### config.mk
export PLATFORM = sky130hd
export DESIGN_NAME = ir_pulse_distance_transmitter
export DESIGN_NICKNAME = d
export VERILOG_FILES = /design/src/hw/rtl/irpdt_pkg.sv /design/src/hw/rtl/ir_pulse_distance_transmitter.sv /design/src/hw/rtl/irpdt_seq.sv /design/src/hw/rtl/irpdt_outbuf.sv
export SDC_FILE = /design/constraint.sdc
export NUM_CORES = 1
export LEC_CHECK = 0
export ABC_AREA = 1
export BUFFER_PORTS_ARGS = -buffer_cell sky130_fd_sc_hd__buf_2
export CORE_AREA = 2 2 247 249
export DETAILED_ROUTE_END_ITERATION = 8
export DIE_AREA = 0 0 249 251
export PLACE_DENSITY_LB_ADDON = 0.12
export SYNTH_ARGS = -nofsm -noshare
export SYNTH_HDL_FRONTEND = slang
export SYNTH_HIERARCHICAL = 1
export SYNTH_SLANG_ARGS = --single-unit
### constraint.sdc
create_clock -name clk -period 6.4 [get_ports clk]
set_clock_uncertainty 0.15 [all_clocks]
set_input_delay 0.64 -clock clk [delete_from_list [all_inputs] [get_ports clk]]
set_output_delay 0.64 -clock clk [all_outputs]
set_load 0.01 [all_outputs]
### src/hw/rtl/irpdt_pkg.sv
// Shared types and constants of the IR pulse-distance transmitter.
package irpdt_pkg;

  localparam int TPU_W    = 7;
  localparam int DELAY_W  = 16;
  localparam int PERIOD_W = 20;
  localparam int US_W     = 14;
  localparam int KIND_W   = 2;
  localparam int IDX_W    = 5;
  localparam int BYTE_W   = 8;
  localparam int COUNT_W  = 6;
  localparam int CFG_IDX_W  = 2;
  localparam int CFG_DATA_W = 16;
  localparam int BITPOS_W = 4;

  localparam logic [US_W-1:0] US_LEADER_MARK  = 14'd9000;
  localparam logic [US_W-1:0] US_LEADER_SPACE = 14'd4500;
  localparam logic [US_W-1:0] US_SHORT        = 14'd560;
  localparam logic [US_W-1:0] US_LONG         = 14'd1600;

  localparam logic [PERIOD_W-1:0] PERIOD_MAX = 20'hFFFFF;

  localparam logic [TPU_W-1:0]   TPU_RESET   = 7'd6;
  localparam logic [DELAY_W-1:0] DELAY_RESET = 16'd8000;

  typedef enum logic [KIND_W-1:0] {
    KIND_LOAD   = 2'd0,
    KIND_START  = 2'd1,
    KIND_EXPIRY = 2'd2
  } kind_t;

  typedef enum logic [CFG_IDX_W-1:0] {
    CFG_TICKS_PER_US = 2'd0,
    CFG_START_DELAY  = 2'd1
  } cfg_reg_t;

  // Segment that the next expiry produces.
  typedef enum logic [2:0] {
    PH_LEADER    = 3'd0,
    PH_GAP       = 3'd1,
    PH_BIT_MARK  = 3'd2,
    PH_BIT_SPACE = 3'd4,
    PH_FINISH    = 3'd5
  } phase_t;

  typedef struct packed {
    logic [TPU_W-1:0]   ticks_per_us;
    logic [DELAY_W-1:0] start_delay_ticks;
  } cfg_t;

  typedef struct packed {
    logic                carrier_on;
    logic [PERIOD_W-1:0] period_ticks;
    logic                timer_running;
    logic                frame_done;
  } res_t;

endpackage

### src/hw/rtl/ir_pulse_distance_transmitter.sv
// Top level of the NEC-style IR pulse-distance frame sequencer.
//
//   Channel  Direction  Handshake             Payload
//   in_      input      in_valid / in_ready   kind, byte_index, byte_value, byte_count
//   out_     output     out_valid / out_ready carrier_on, period_ticks, timer_running,
//                                             frame_done
//   cfg_     input      cfg_valid / cfg_ready cfg_index, cfg_data
//
// Every input item is handled in one cycle: its result, if any, is in the result
// register on the following cycle, and a new item may be taken at every clock edge.
// Each item takes a single pass through the sequencer logic, a 7 by 14 bit
// scaling multiply and the registered read port of the message store.
// Reset (synchronous, active low) idles the sequencer and restores the register
// defaults; the message store is not cleared and holds nothing until loaded.
// A stalled result sits in the result register, a second one in the skid stage,
// and input transfers pause only while both are occupied.
module ir_pulse_distance_transmitter #(
  parameter int MAX_BYTES = 32
) (
  input  logic                             clk,
  input  logic                             rst_n,
  input  logic                             in_valid,
  output logic                             in_ready,
  input  logic [irpdt_pkg::KIND_W-1:0]     in_kind,
  input  logic [irpdt_pkg::IDX_W-1:0]      in_byte_index,
  input  logic [irpdt_pkg::BYTE_W-1:0]     in_byte_value,
  input  logic [irpdt_pkg::COUNT_W-1:0]    in_byte_count,
  output logic                             out_valid,
  input  logic                             out_ready,
  output logic                             out_carrier_on,
  output logic [irpdt_pkg::PERIOD_W-1:0]   out_period_ticks,
  output logic                             out_timer_running,
  output logic                             out_frame_done,
  input  logic                             cfg_valid,
  output logic                             cfg_ready,
  input  logic [irpdt_pkg::CFG_IDX_W-1:0]  cfg_index,
  input  logic [irpdt_pkg::CFG_DATA_W-1:0] cfg_data
);
  import irpdt_pkg::*;

  cfg_t cfg_r, cfg_nxt;
  logic in_transfer;
  logic res_valid;
  res_t res, out_res;

  // The configuration registers are always ready; a write to an index beyond the
  // register list completes but changes nothing.
  assign cfg_ready   = 1'b1;
  assign in_transfer = in_valid && in_ready;

  always_comb begin
    cfg_nxt = cfg_r;
    if (cfg_valid) begin
      case (cfg_index)
        CFG_TICKS_PER_US: cfg_nxt.ticks_per_us      = cfg_data[TPU_W-1:0];
        CFG_START_DELAY:  cfg_nxt.start_delay_ticks = cfg_data[DELAY_W-1:0];
        default: begin
        end
      endcase
    end
  end

  always_ff @(posedge clk) begin
    if (!rst_n) begin
      cfg_r.ticks_per_us      <= TPU_RESET;
      cfg_r.start_delay_ticks <= DELAY_RESET;
    end else begin
      cfg_r <= cfg_nxt;
    end
  end

  // The sequencer works on the item in the cycle of its transfer; its state
  // registers and the store update at that same edge.
  irpdt_seq #(
    .MAX_BYTES(MAX_BYTES)
  ) u_seq (
    .clk        (clk),
    .rst_n      (rst_n),
    .item_valid (in_transfer),
    .kind       (in_kind),
    .byte_index (in_byte_index),
    .byte_value (in_byte_value),
    .byte_count (in_byte_count),
    .cfg        (cfg_r),
    .res_valid  (res_valid),
    .res        (res)
  );

  // Results are registered here, with a skid stage so that input transfers
  // carry on while the output side stalls, until the skid stage fills too.
  irpdt_outbuf u_outbuf (
    .clk        (clk),
    .rst_n      (rst_n),
    .push       (res_valid),
    .push_res   (res),
    .can_accept (in_ready),
    .out_valid  (out_valid),
    .out_ready  (out_ready),
    .out_res    (out_res)
  );

  assign out_carrier_on    = out_res.carrier_on;
  assign out_period_ticks  = out_res.period_ticks;
  assign out_timer_running = out_res.timer_running;
  assign out_frame_done    = out_res.frame_done;

endmodule

### src/hw/rtl/irpdt_seq.sv
// Frame sequencer of the IR transmitter: message store, frame state and segment lengths.
module irpdt_seq #(
  parameter int MAX_BYTES = 32
) (
  input  logic                          clk,
  input  logic                          rst_n,
  input  logic                          item_valid,
  input  logic [irpdt_pkg::KIND_W-1:0]  kind,
  input  logic [irpdt_pkg::IDX_W-1:0]   byte_index,
  input  logic [irpdt_pkg::BYTE_W-1:0]  byte_value,
  input  logic [irpdt_pkg::COUNT_W-1:0] byte_count,
  input  irpdt_pkg::cfg_t               cfg,
  output logic                          res_valid,
  output irpdt_pkg::res_t               res
);
  import irpdt_pkg::*;

  localparam int AW   = (MAX_BYTES > 1) ? $clog2(MAX_BYTES) : 1;
  localparam int CW   = $clog2(MAX_BYTES + 1);
  localparam int CMPW = AW + 1;

  logic [BYTE_W-1:0] store_mem [MAX_BYTES];
  logic [BYTE_W-1:0] rd_data_r;

  phase_t              phase_r, phase_nxt;
  logic [BITPOS_W-1:0] bit_position_r, bit_position_nxt;
  logic [AW-1:0]       byte_position_r, byte_position_nxt;
  logic [CW-1:0]       bytes_to_send_r, bytes_to_send_nxt;
  logic                sending_r, sending_nxt;

  logic            wr_en;
  logic [AW-1:0]   wr_addr;
  logic            rd_en;
  logic [AW-1:0]   rd_addr;
  logic [CMPW-1:0] next_byte;
  logic [2:0]      bit_sel;
  logic            bit_one;
  logic [US_W-1:0] seg_us;
  logic [TPU_W+US_W-1:0] product;
  logic            use_scaled;

  assign next_byte = {1'b0, byte_position_r} + CMPW'(1);
  assign bit_sel   = 3'd7 - bit_position_r[2:0];
  assign bit_one   = rd_data_r[bit_sel];
  assign product   = (TPU_W+US_W)'(cfg.ticks_per_us) * (TPU_W+US_W)'(seg_us);

  always_comb begin
    phase_nxt         = phase_r;
    bit_position_nxt  = bit_position_r;
    byte_position_nxt = byte_position_r;
    bytes_to_send_nxt = bytes_to_send_r;
    sending_nxt       = sending_r;
    wr_en             = 1'b0;
    wr_addr           = AW'(byte_index);
    rd_en             = 1'b0;
    rd_addr           = byte_position_r;
    res_valid         = 1'b0;
    seg_us            = US_SHORT;
    use_scaled        = 1'b1;
    res.carrier_on    = 1'b0;
    res.timer_running = 1'b1;
    res.frame_done    = 1'b0;
    if (item_valid) begin
      case (kind)
        KIND_LOAD: begin
          wr_en = ((IDX_W+2)'(byte_index) < (IDX_W+2)'(MAX_BYTES));
        end
        KIND_START: begin
          if ({1'b0, byte_count} > (COUNT_W+1)'(MAX_BYTES)) begin
            bytes_to_send_nxt = CW'(MAX_BYTES);
          end else begin
            bytes_to_send_nxt = CW'(byte_count);
          end
          sending_nxt = 1'b1;
          res_valid   = 1'b1;
          use_scaled  = 1'b0;
        end
        KIND_EXPIRY: begin
          if (sending_r) begin
            case (phase_r)
              PH_LEADER: begin
                res_valid      = 1'b1;
                res.carrier_on = 1'b1;
                seg_us         = US_LEADER_MARK;
                phase_nxt      = PH_GAP;
              end
              PH_GAP: begin
                res_valid = 1'b1;
                seg_us    = US_LEADER_SPACE;
                phase_nxt = PH_BIT_MARK;
              end
              PH_BIT_MARK: begin
                res_valid      = 1'b1;
                res.carrier_on = 1'b1;
                phase_nxt      = PH_BIT_SPACE;
                rd_en          = 1'b1;
                if (bit_position_r >= BITPOS_W'(8)) begin
                  bit_position_nxt = '0;
                  if (next_byte >= CMPW'(bytes_to_send_r)) begin
                    // Last byte sent: this mark is the stop mark.
                    byte_position_nxt = '0;
                    phase_nxt         = PH_FINISH;
                    rd_en             = 1'b0;
                  end else begin
                    byte_position_nxt = AW'(next_byte);
                    rd_addr           = AW'(next_byte);
                  end
                end
              end
              PH_BIT_SPACE: begin
                res_valid        = 1'b1;
                seg_us           = bit_one ? US_LONG : US_SHORT;
                bit_position_nxt = bit_position_r + BITPOS_W'(1);
                phase_nxt        = PH_BIT_MARK;
              end
              PH_FINISH: begin
                res_valid         = 1'b1;
                use_scaled        = 1'b0;
                res.timer_running = 1'b0;
                res.frame_done    = 1'b1;
                phase_nxt         = PH_LEADER;
                sending_nxt       = 1'b0;
              end
              default: begin
                phase_nxt = PH_LEADER;
              end
            endcase
          end
        end
        default: begin
        end
      endcase
    end
    if (!use_scaled) begin
      res.period_ticks = res.frame_done ? '0 : PERIOD_W'(cfg.start_delay_ticks);
    end else if (product > (TPU_W+US_W)'(PERIOD_MAX)) begin
      res.period_ticks = PERIOD_MAX;
    end else begin
      res.period_ticks = product[PERIOD_W-1:0];
    end
  end

  always_ff @(posedge clk) begin
    if (wr_en) begin
      store_mem[wr_addr] <= byte_value;
    end
    if (rd_en) begin
      rd_data_r <= store_mem[rd_addr];
    end
  end

  always_ff @(posedge clk) begin
    if (!rst_n) begin
      phase_r         <= PH_LEADER;
      bit_position_r  <= '0;
      byte_position_r <= '0;
      bytes_to_send_r <= '0;
      sending_r       <= 1'b0;
    end else begin
      phase_r         <= phase_nxt;
      bit_position_r  <= bit_position_nxt;
      byte_position_r <= byte_position_nxt;
      bytes_to_send_r <= bytes_to_send_nxt;
      sending_r       <= sending_nxt;
    end
  end

  a_idle_at_leader: assert property (@(posedge clk) disable iff (!rst_n)
    !sending_r |-> phase_r == PH_LEADER)
    else $error("phase left the leader while no frame is being sent");

  a_bit_pos_range: assert property (@(posedge clk) disable iff (!rst_n)
    bit_position_r <= BITPOS_W'(8))
    else $error("bit position ran past the end of a byte");

  a_finish_clears: assert property (@(posedge clk) disable iff (!rst_n)
    (res_valid && res.frame_done) |=> (!sending_r && byte_position_r == '0))
    else $error("frame end did not return the sequencer to idle");

endmodule

### src/hw/rtl/irpdt_outbuf.sv
// Two-entry result register with skid stage for the IR transmitter.
module irpdt_outbuf (
  input  logic            clk,
  input  logic            rst_n,
  input  logic            push,
  input  irpdt_pkg::res_t push_res,
  output logic            can_accept,
  output logic            out_valid,
  input  logic            out_ready,
  output irpdt_pkg::res_t out_res
);
  import irpdt_pkg::*;

  res_t main_r, skid_r;
  logic main_valid_r, main_valid_nxt;
  logic skid_valid_r, skid_valid_nxt;
  logic pop;

  assign pop        = main_valid_r && out_ready;
  assign can_accept = !skid_valid_r;
  assign out_valid  = main_valid_r;
  assign out_res    = main_r;

  always_comb begin
    main_valid_nxt = main_valid_r;
    skid_valid_nxt = skid_valid_r;
    if (pop) begin
      if (skid_valid_r) begin
        skid_valid_nxt = 1'b0;
      end else begin
        main_valid_nxt = push;
      end
    end else if (push) begin
      if (main_valid_r) begin
        skid_valid_nxt = 1'b1;
      end else begin
        main_valid_nxt = 1'b1;
      end
    end
  end

  always_ff @(posedge clk) begin
    if (pop && skid_valid_r) begin
      main_r <= skid_r;
    end else if (push && (pop || !main_valid_r)) begin
      main_r <= push_res;
    end
    if (push && main_valid_r && !pop) begin
      skid_r <= push_res;
    end
  end

  always_ff @(posedge clk) begin
    if (!rst_n) begin
      main_valid_r <= 1'b0;
      skid_valid_r <= 1'b0;
    end else begin
      main_valid_r <= main_valid_nxt;
      skid_valid_r <= skid_valid_nxt;
    end
  end

  a_skid_behind_main: assert property (@(posedge clk) disable iff (!rst_n)
    skid_valid_r |-> main_valid_r)
    else $error("skid stage holds a result while the result register is empty");

  a_no_push_when_full: assert property (@(posedge clk) disable iff (!rst_n)
    skid_valid_r |-> !push)
    else $error("result pushed while both stages are full");

  a_skid_moves_up: assert property (@(posedge clk) disable iff (!rst_n)
    (pop && skid_valid_r) |=> (main_valid_r && main_r == $past(skid_r)))
    else $error("skid result lost on hand-over");

endmodule

==> metrics.md, run 1 <==
| Metric | Value |
|---|---|
| Synth-to-layout area growth | 13.8% |
| Cell Pwr Density | roughly 250 mW/mm2 |
| Final routed wirelength across all metal layers | 51.3 mm |
| Final Max Tran Viols | 0 |
| Clock Root Buffer | sky130_fd_sc_hd__clkbuf_16 |
| First drt pass iteration count | 5 |
| Maximum number of buffers from clock root to sink | 3 |
| Depth of the worst register-to-register path | 27 |
| TNS Setup | 0 ns |
| Slew margin rel. | 0.271 |
| Data arrival at the endpoint of the critical path | 6.15 ns |
| Pin count of the biggest net entering global routing | 82 |
| Placeable core region | 0.0598 mm2 |
| Non-filler instance count after layout | about 2.8k |
| Fillers | 6,089 |
| Final hold violations | 0 |
| Worst-skew pair later-pin latency | 0.58 ns |
| Leakage component of the power | 8.74 nW |
| TritonCTS clock tree | yes |
| Die area | around 0.062 mm2 |
| Status | complete, no violations |
| Vias per std cell | 4.70 |
| Critical Path Stages | 27 |
| Placed inst area | 0.0195 mm2 |
| Clock period minus worst slack | 6.00 ns |
| Largest stage delay, worst path | 0.57 ns |
| Cell types occupying the most area after synthesis | sky130_fd_sc_hd__edfxtp_1 (51%), sky130_fd_sc_hd__nand2_1 (8.5%), sky130_fd_sc_hd__nand3_1 (6.5%), sky130_fd_sc_hd__inv_1 (5.9%), sky130_fd_sc_hd__dfxtp_1 (4.8%) |
| Number of remaining DRC errors | 0 |
| Worst Hold Margin | 0.166 ns |
| Syn nets | roughly 2.0k |
| Max-Cap Viols | 0 |
| Cell variety after synth | 42 |
| # clock sinks | about 350 |
| Global-route wire length before repair | about 80 mm |
| Sequential-to-total area share from yosys stat | 0.555 |
| Number of warning messages in the yosys log | 6 |
| Inserted Diodes | 0 |
| Post-synthesis cell type with the largest combined area | sky130_fd_sc_hd__edfxtp_1 |
| Number of vias in the routed layout | 13.0k |
| Mean Syn Cell Area | 9.70 um2 |
| Crit path capture type | flop |
| Total area of sequential cells | 0.0102 mm2 |
| Hold_buf cts | 0 |
| Post CTS Setup Buffer Count | 0 |
| Count of mapped cells out of synthesis | 1,893 |
| Final net count | 2,096 |
| H-tree lvl count | 2 |
| Number of buffers inserted by port buffering | between 60 and 70 |
| Worst path required time | 6.55 ns |
| Startpoint of the worst-slack reg-to-reg timing path | u_seq/bit_position_r[0] |
| Total number of placement rows | 90 |
| Routability Congestion | around 0.87 |
| Routed length per instance | 18.5 um |
| Total GRT Usage | 0.164 |
| HPWL reported at the end of detailed placement | around 33 mm |
| Die outline width | between 200 and 250 um |
| Period utilization | 0.938 |
| Die Span Y | approximately 250 um |
| Largest fanout on the critical path | 20 |
| TritonCTS Buffers | 43 |
| Slew at the pin closest to its max-slew limit | 1.09 ns |
| Synthesized cell area | 0.0184 mm2 |
| Endpoint of the most critical setup path | u_outbuf/out_res[17] |
| Achievable clock frequency | 0.167 GHz |
| Overall power of the completed layout | 5.16 mW |
| Starting density of the core | 0.307 |
| Final setup vio count | 0 |
| Reg-to-Reg End | u_outbuf/out_res[17] |
| Setup slack on the worst flop-to-flop path | 0.40 ns |
| Setup slack after placement | -0.0514 ns |
| Kind of start point of the critical path | flop |
| Setup repair after global routing missed its margin | false |
| Crit path setup slack, layout | between 0.3 and 0.4 ns |
| Placed cell count | 2,693 |
| Dominant delay contributor by cell family on the critical path | adder cells |
| Worst hold path class | primary input to flop |
| DRT antenna net count | 0 |
| #FFs+latches synth | 354 |
| Post-Layout Inst Area | 0.0209 mm2 |
| Worst path buffer plus inverter count | 7 |
| DRT iter0 DRCs | 910 |
| End-of-flow core utilization | 0.349 |
| Critical path launch point | u_seq/bit_position_r[0] |
| Worst IR drop on VDD | between 0.2 and 0.25 mV |
| Synth top area share | 0.507 |
| Gr ovfl total | 0 |
| Count of boundary I/O pins | 70 |
| Critical setup path kind | flop to flop |
| Area used by multi-input combinational logic | ~0.0066 mm2 |
| Crit path max-delay cell type | sky130_fd_sc_hd__fa_1 |
| Cell with the most instances on the worst path | sky130_fd_sc_hd__inv_1 |
| Antenna violations before repair | 0 |
| Proportion of layout cells with a drive suffix above 1 | 0.109 |
| Clock transition at the registers of the reported paths | 0.06 ns |
| Number of global-route vias before repair | 12.9k |
[worst min-delay path by stage]
stage | cells after the start | from | to | slack, ns
after floorplan | 2 | cfg_r[10] | cfg_r[10] | 0.28
after global placement | 2 | cfg_r[12] | cfg_r[12] | 0.30
after detailed placement | 2 | cfg_r[9] | cfg_r[9] | 0.30
after CTS | 3 | cfg_data[7] | cfg_r[7] | 0.14
after global routing | 3 | cfg_data[7] | cfg_r[7] | 0.14
final | 3 | cfg_data[7] | cfg_r[7] | 0.17
[flip-flops by register name, summed over array words and instances, names as in the netlist, 3 cells and up]
register               count
u_seq/byte_position_r      5
u_outbuf/out_res          23
u_seq/bytes_to_send_r      6
u_seq/bit_position_r       4
u_seq/rd_data_r            8
u_outbuf/skid_r           23
u_seq/phase_r              3
cfg_r                     23
u_seq/store_mem          256
[worst min-delay path, cell delays in order]
cell	delay, ns
sky130_fd_sc_hd__buf_2	0.09
sky130_fd_sc_hd__nor2_2	0.03
sky130_fd_sc_hd__nor2_1	0.08
[cells in the mapped netlist (all sizes together)]
master  instances
a211oi          2
a21boi          1
a21o            6
a21oi          43
a221oi          1
a22oi           6
a31oi           2
buf            66
clkbuf         18
conb            1
dfxtp          44
edfxtp        310
fa             42
ha             54
inv           294
mux2i           2
nand2         418
nand3         244
nand3b         48
nand4          20
nor2          139
nor3            7
nor3b           2
o21ai         101
o21bai          1
o221ai          2
or2             2
xnor2           5
xor2           12
[power by group]
group | switching (mW) | internal, mW | total [mW]
Sequential | 0.00986 | 2.53 | 2.54
Combinational | 0.187 | 0.0905 | 0.278
Clock | 0.991 | 1.34 | 2.34
Total | 1.19 | 3.97 | 5.16
[cell type report]
class                      count  area share
clock inverter                28      0.0104
sequential                   354       0.488
multi-input combinational   1161       0.318
inverter                     294      0.0528
clock buffer                  52      0.0541
timing repair buffer         102      0.0297
tap                          782      0.0468
[cells in the final DEF (no fill, tap or decap), types with 7 or more instances in the layout]
master,count
sky130_fd_sc_hd__ha_1,54
sky130_fd_sc_hd__nor2_2,7
sky130_fd_sc_hd__clkinv_1,13
sky130_fd_sc_hd__nand2_1,413
sky130_fd_sc_hd__xor2_1,12
sky130_fd_sc_hd__nand3b_1,48
sky130_fd_sc_hd__inv_2,8
sky130_fd_sc_hd__nand3_1,240
sky130_fd_sc_hd__o21ai_1,59
sky130_fd_sc_hd__nor2_1,130
sky130_fd_sc_hd__nand4_1,19
sky130_fd_sc_hd__a21oi_1,42
sky130_fd_sc_hd__o21ai_2,24
sky130_fd_sc_hd__edfxtp_1,310
sky130_fd_sc_hd__buf_2,68
sky130_fd_sc_hd__o21ai_0,18
sky130_fd_sc_hd__clkinv_2,9
sky130_fd_sc_hd__buf_4,32
sky130_fd_sc_hd__inv_1,286
sky130_fd_sc_hd__dfxtp_1,44
sky130_fd_sc_hd__clkbuf_16,43
sky130_fd_sc_hd__clkbuf_1,7
sky130_fd_sc_hd__fa_1,42
[timing repair]
item	4_1_cts	5_1_grt
endpoints found under the setup margin	0	20
resized for setup	0	3
endpoints found under the hold margin	0	0
[cell families after synthesis]
logic type	count (synthesis)	synth area share
adder cells (fa/ha/maj)	96	0.0826
AO/OA/AOI/OAI	165	0.0526
multiplexers	2	0.00109
XOR/XNOR	17	0.00811
buffers and inverters	378	0.0851
other	1	0.000204
AND/OR/NAND/NOR	880	0.215
flip-flops	354	0.555
[per-layer routing]
metal	up-vias	part of all wire	track usage	wire (um)
met3	64	0.041	0.0216	2100
met4	0	0.018	0.0403	929
li1	6400	-	-	-
met5	-	0	0	0
met2	271	0.49	0.283	24900
met1	6298	0.45	0.219	23300
Note: power is estimated with default switching activity, not from simulation.
==> inputs of run 2 (changes only) <==
--- a/config.mk
+++ b/config.mk
@@ -10,6 +10,7 @@
 export CORE_AREA = 2 2 247 249
 export DETAILED_ROUTE_END_ITERATION = 8
 export DIE_AREA = 0 0 249 251
+export MAX_ROUTING_LAYER = met4
 export PLACE_DENSITY_LB_ADDON = 0.12
 export SYNTH_ARGS = -nofsm -noshare
 export SYNTH_HDL_FRONTEND = slang
==> run 2 against run 1 <==
Sequential share of layout area stayed put; wire length is 0.11% higher; final area stayed put; critical path depth stayed put; clock power hardly changed; non-clock buffer count stayed put; die area stayed put; core utilization stayed put; total power hardly changed; maximum frequency is 0.14% lower; setup slack worse by 0.0087 ns; sequential power hardly changed.
==> metrics.md, run 2 (synthesized netlist as in run 1, its figures left out) <==
| Metric | Value |
|---|---|
| Post CTS Setup Buffer Count | 0 (unchanged) |
| Routed length per instance | 18.5 um (about the same) |
| Proportion of layout cells with a drive suffix above 1 | 0.109 (unchanged) |
| Worst hold path class | primary input to flop (unchanged) |
| Clock transition at the registers of the reported paths | 0.06 ns (about the same) |
| Met3 demand-to-capacity share in global routing | 0.0217 (was 0.0216) |
| Slew at the pin closest to its max-slew limit | 1.08 ns (was 1.09 ns) |
| Worst Hold Margin | 0.162 ns (was 0.166 ns) |
| Max-Cap Viols | 0 (unchanged) |
| Number of flip-flops under the largest register name | 256 (unchanged) |
| Number of remaining DRC errors | 0 (unchanged) |
| Number of vias in the routed layout | 13.1k (was 13.0k) |
| Clock Root Buffer | sky130_fd_sc_hd__clkbuf_16 (unchanged) |
| Achievable clock frequency | 0.166 GHz (was 0.167 GHz) |
| Starting density of the core | 0.307 (unchanged) |
| HPWL reported at the end of detailed placement | 33.1 mm (unchanged) |
| DRT antenna net count | 0 (unchanged) |
| Final hold violations | 0 (unchanged) |
| Cell Pwr Density | 247 mW/mm2 (about the same) |
| Highest-count cells in the layout ignoring fill and taps | sky130_fd_sc_hd__nand2_1 (413), sky130_fd_sc_hd__edfxtp_1 (310), sky130_fd_sc_hd__inv_1 (286) (unchanged) |
| Placeable core region | 0.0598 mm2 (unchanged) |
| Number of global-route vias before repair | 12.9k (about the same) |
| Vias per std cell | 4.71 (was 4.70) |
| Setup slack after placement | -0.0514 ns (unchanged) |
| H-tree lvl count | 2 (unchanged) |
| WHS Path Cells | 3 (unchanged) |
| Routability Congestion | 0.880 (was 0.866) |
| Maximum number of buffers from clock root to sink | 3 (unchanged) |
| Leakage component of the power | 8.74 nW (unchanged) |
| Global-route wire length before repair | 78.9 mm (was 78.8 mm) |
| Status | complete, no violations (unchanged) |
| Worst path required time | 6.55 ns (about the same) |
| Die Span Y | 251 um (unchanged) |
| Most common library cell in the layout ignoring fill and taps | sky130_fd_sc_hd__nand2_1 (unchanged) |
| Kind of start point of the critical path | flop (unchanged) |
| TNS Setup | 0 ns (unchanged) |
| Crit path capture type | flop (unchanged) |
| Period utilization | 0.939 (was 0.938) |
| Worst IR drop on VDD | 0.204 mV (about the same) |
| Count of boundary I/O pins | 70 (unchanged) |
| Final net count | 2,096 (unchanged) |
| DRT iter0 DRCs | 855 (was 910) |
| Pin count of the biggest net entering global routing | 82 (unchanged) |
| Depth of the worst register-to-register path | 27 (unchanged) |
| Die area | 0.0625 mm2 (unchanged) |
| Critical setup path kind | flop to flop (unchanged) |
| Most flops, register | u_seq/store_mem (unchanged) |
| Slew margin rel. | 0.276 (was 0.271) |
| # clock sinks | 354 (unchanged) |
| Crit path setup slack, layout | 0.388 ns (was 0.396 ns) |
| Die outline width | 249 um (unchanged) |
| TritonCTS Buffers | 43 (unchanged) |
| Overall power of the completed layout | 5.16 mW (about the same) |
| Largest fanout on the critical path | 20 (unchanged) |
| Total GRT Usage | 0.170 (was 0.164) |
| Fillers | 6,089 (unchanged) |
| Final setup vio count | 0 (unchanged) |
| Hold_buf cts | 0 (unchanged) |
| Layer with the highest usage | met2 (unchanged) |
| Total number of placement rows | 90 (unchanged) |
| Gr ovfl total | 0 (unchanged) |
| Inserted Diodes | 0 (unchanged) |
| Final Max Tran Viols | 0 (unchanged) |
| Number of buffers inserted by port buffering | 68 (unchanged) |
| Antenna violations before repair | 0 (unchanged) |
| Setup repair after global routing missed its margin | false (unchanged) |
| First drt pass iteration count | 5 (unchanged) |
| Synth-to-layout area growth | 13.8% (unchanged) |
| PostCTS Resize Cnt | 0 (unchanged) |
| TritonCTS clock tree | yes (unchanged) |
| Final routed wirelength across all metal layers | 51.4 mm (was 51.3 mm) |
| Data arrival at the endpoint of the critical path | 6.17 ns (was 6.15 ns) |
| Met1 global-route usage | 0.221 (was 0.219) |
| Clock period minus worst slack | 6.01 ns (was 6.00 ns) |
| Worst-skew pair later-pin latency | 0.58 ns (about the same) |
| Met2 global-route usage | 0.281 (was 0.283) |
==> run 2: metal layers <==
metal | wire [um] | vias to the layer above | share of wire
met3 | 1830 | 60 | 0.036
met4 | 828 | 0 | 0.016
li1 | - | 6402 | -
met1 | 23700 | 6355 | 0.46
met5 | 0 | - | 0
met2 | 25000 | 251 | 0.49
==> run 2: worst paths after layout <==
path | from | to | slack [ns]
hold reg to reg | u_seq/byte_position_r[4] | u_seq/byte_position_r[4] | 0.32
setup / recovery | u_seq/bit_position_r[0] | u_outbuf/out_res[17] | 0.39
setup reg to reg | u_seq/bit_position_r[0] | u_outbuf/out_res[17] | 0.39
hold / removal | cfg_data[7] | cfg_r[7] | 0.16
==> run 2: final cells by class <==
cell class                      count  area [um2]  share of cell area
Timing Repair Buffer              102         621              0.0297
Clock inverter                     28         218              0.0104
Clock buffer                       52        1130              0.0541
Tap cell                          782         978              0.0468
Inverter                          294        1100              0.0528
Sequential cell                   354       10200               0.488
Multi-Input combinational cell   1161        6650               0.318
==> run 2: critical path, stage by stage, from the launching register on <==
cell and delay [ns]:
sky130_fd_sc_hd__dfxtp_1 0.50, sky130_fd_sc_hd__o21ai_0 0.14, sky130_fd_sc_hd__o221ai_1 0.18, sky130_fd_sc_hd__nand2_1 0.14, sky130_fd_sc_hd__nand2_1 0.09, sky130_fd_sc_hd__inv_1 0.05, sky130_fd_sc_hd__nor3_1 0.35, sky130_fd_sc_hd__inv_1 0.16
sky130_fd_sc_hd__nand2_1 0.12, sky130_fd_sc_hd__fa_1 0.42, sky130_fd_sc_hd__fa_1 0.57, sky130_fd_sc_hd__inv_1 0.07, sky130_fd_sc_hd__fa_1 0.53, sky130_fd_sc_hd__inv_1 0.05, sky130_fd_sc_hd__fa_1 0.54, sky130_fd_sc_hd__inv_1 0.05
sky130_fd_sc_hd__ha_1 0.34, sky130_fd_sc_hd__nand2_1 0.08, sky130_fd_sc_hd__inv_1 0.04, sky130_fd_sc_hd__a21oi_1 0.24, sky130_fd_sc_hd__o21ai_2 0.13, sky130_fd_sc_hd__nand3_1 0.10, sky130_fd_sc_hd__nand3_1 0.08, sky130_fd_sc_hd__nand3_1 0.15
sky130_fd_sc_hd__buf_12 0.18, sky130_fd_sc_hd__nand3_1 0.11, sky130_fd_sc_hd__nand2_1 0.10, sky130_fd_sc_hd__o21ai_2 0.07
==> run 2: report_power, final <==
group	total [mW]	switching, mW	internal, mW
Clock	2.34	0.994	1.34
Sequential	2.54	0.00992	2.53
Combinational	0.278	0.188	0.0905
==> run 2: metrics by stage <==
step / utilization / instance area [um2] / std cells
6_report: 0.349 / 20900 / 2773
5_1_grt: 0.349 / 20900 / 2773
4_1_cts: 0.349 / 20900 / 2773
3_5_place_dp: 0.327 / 19500 / 2693
3_3_place_gp: 0.327 / 19500 / 2693
2_1_floorplan: - / 18400 / 1893
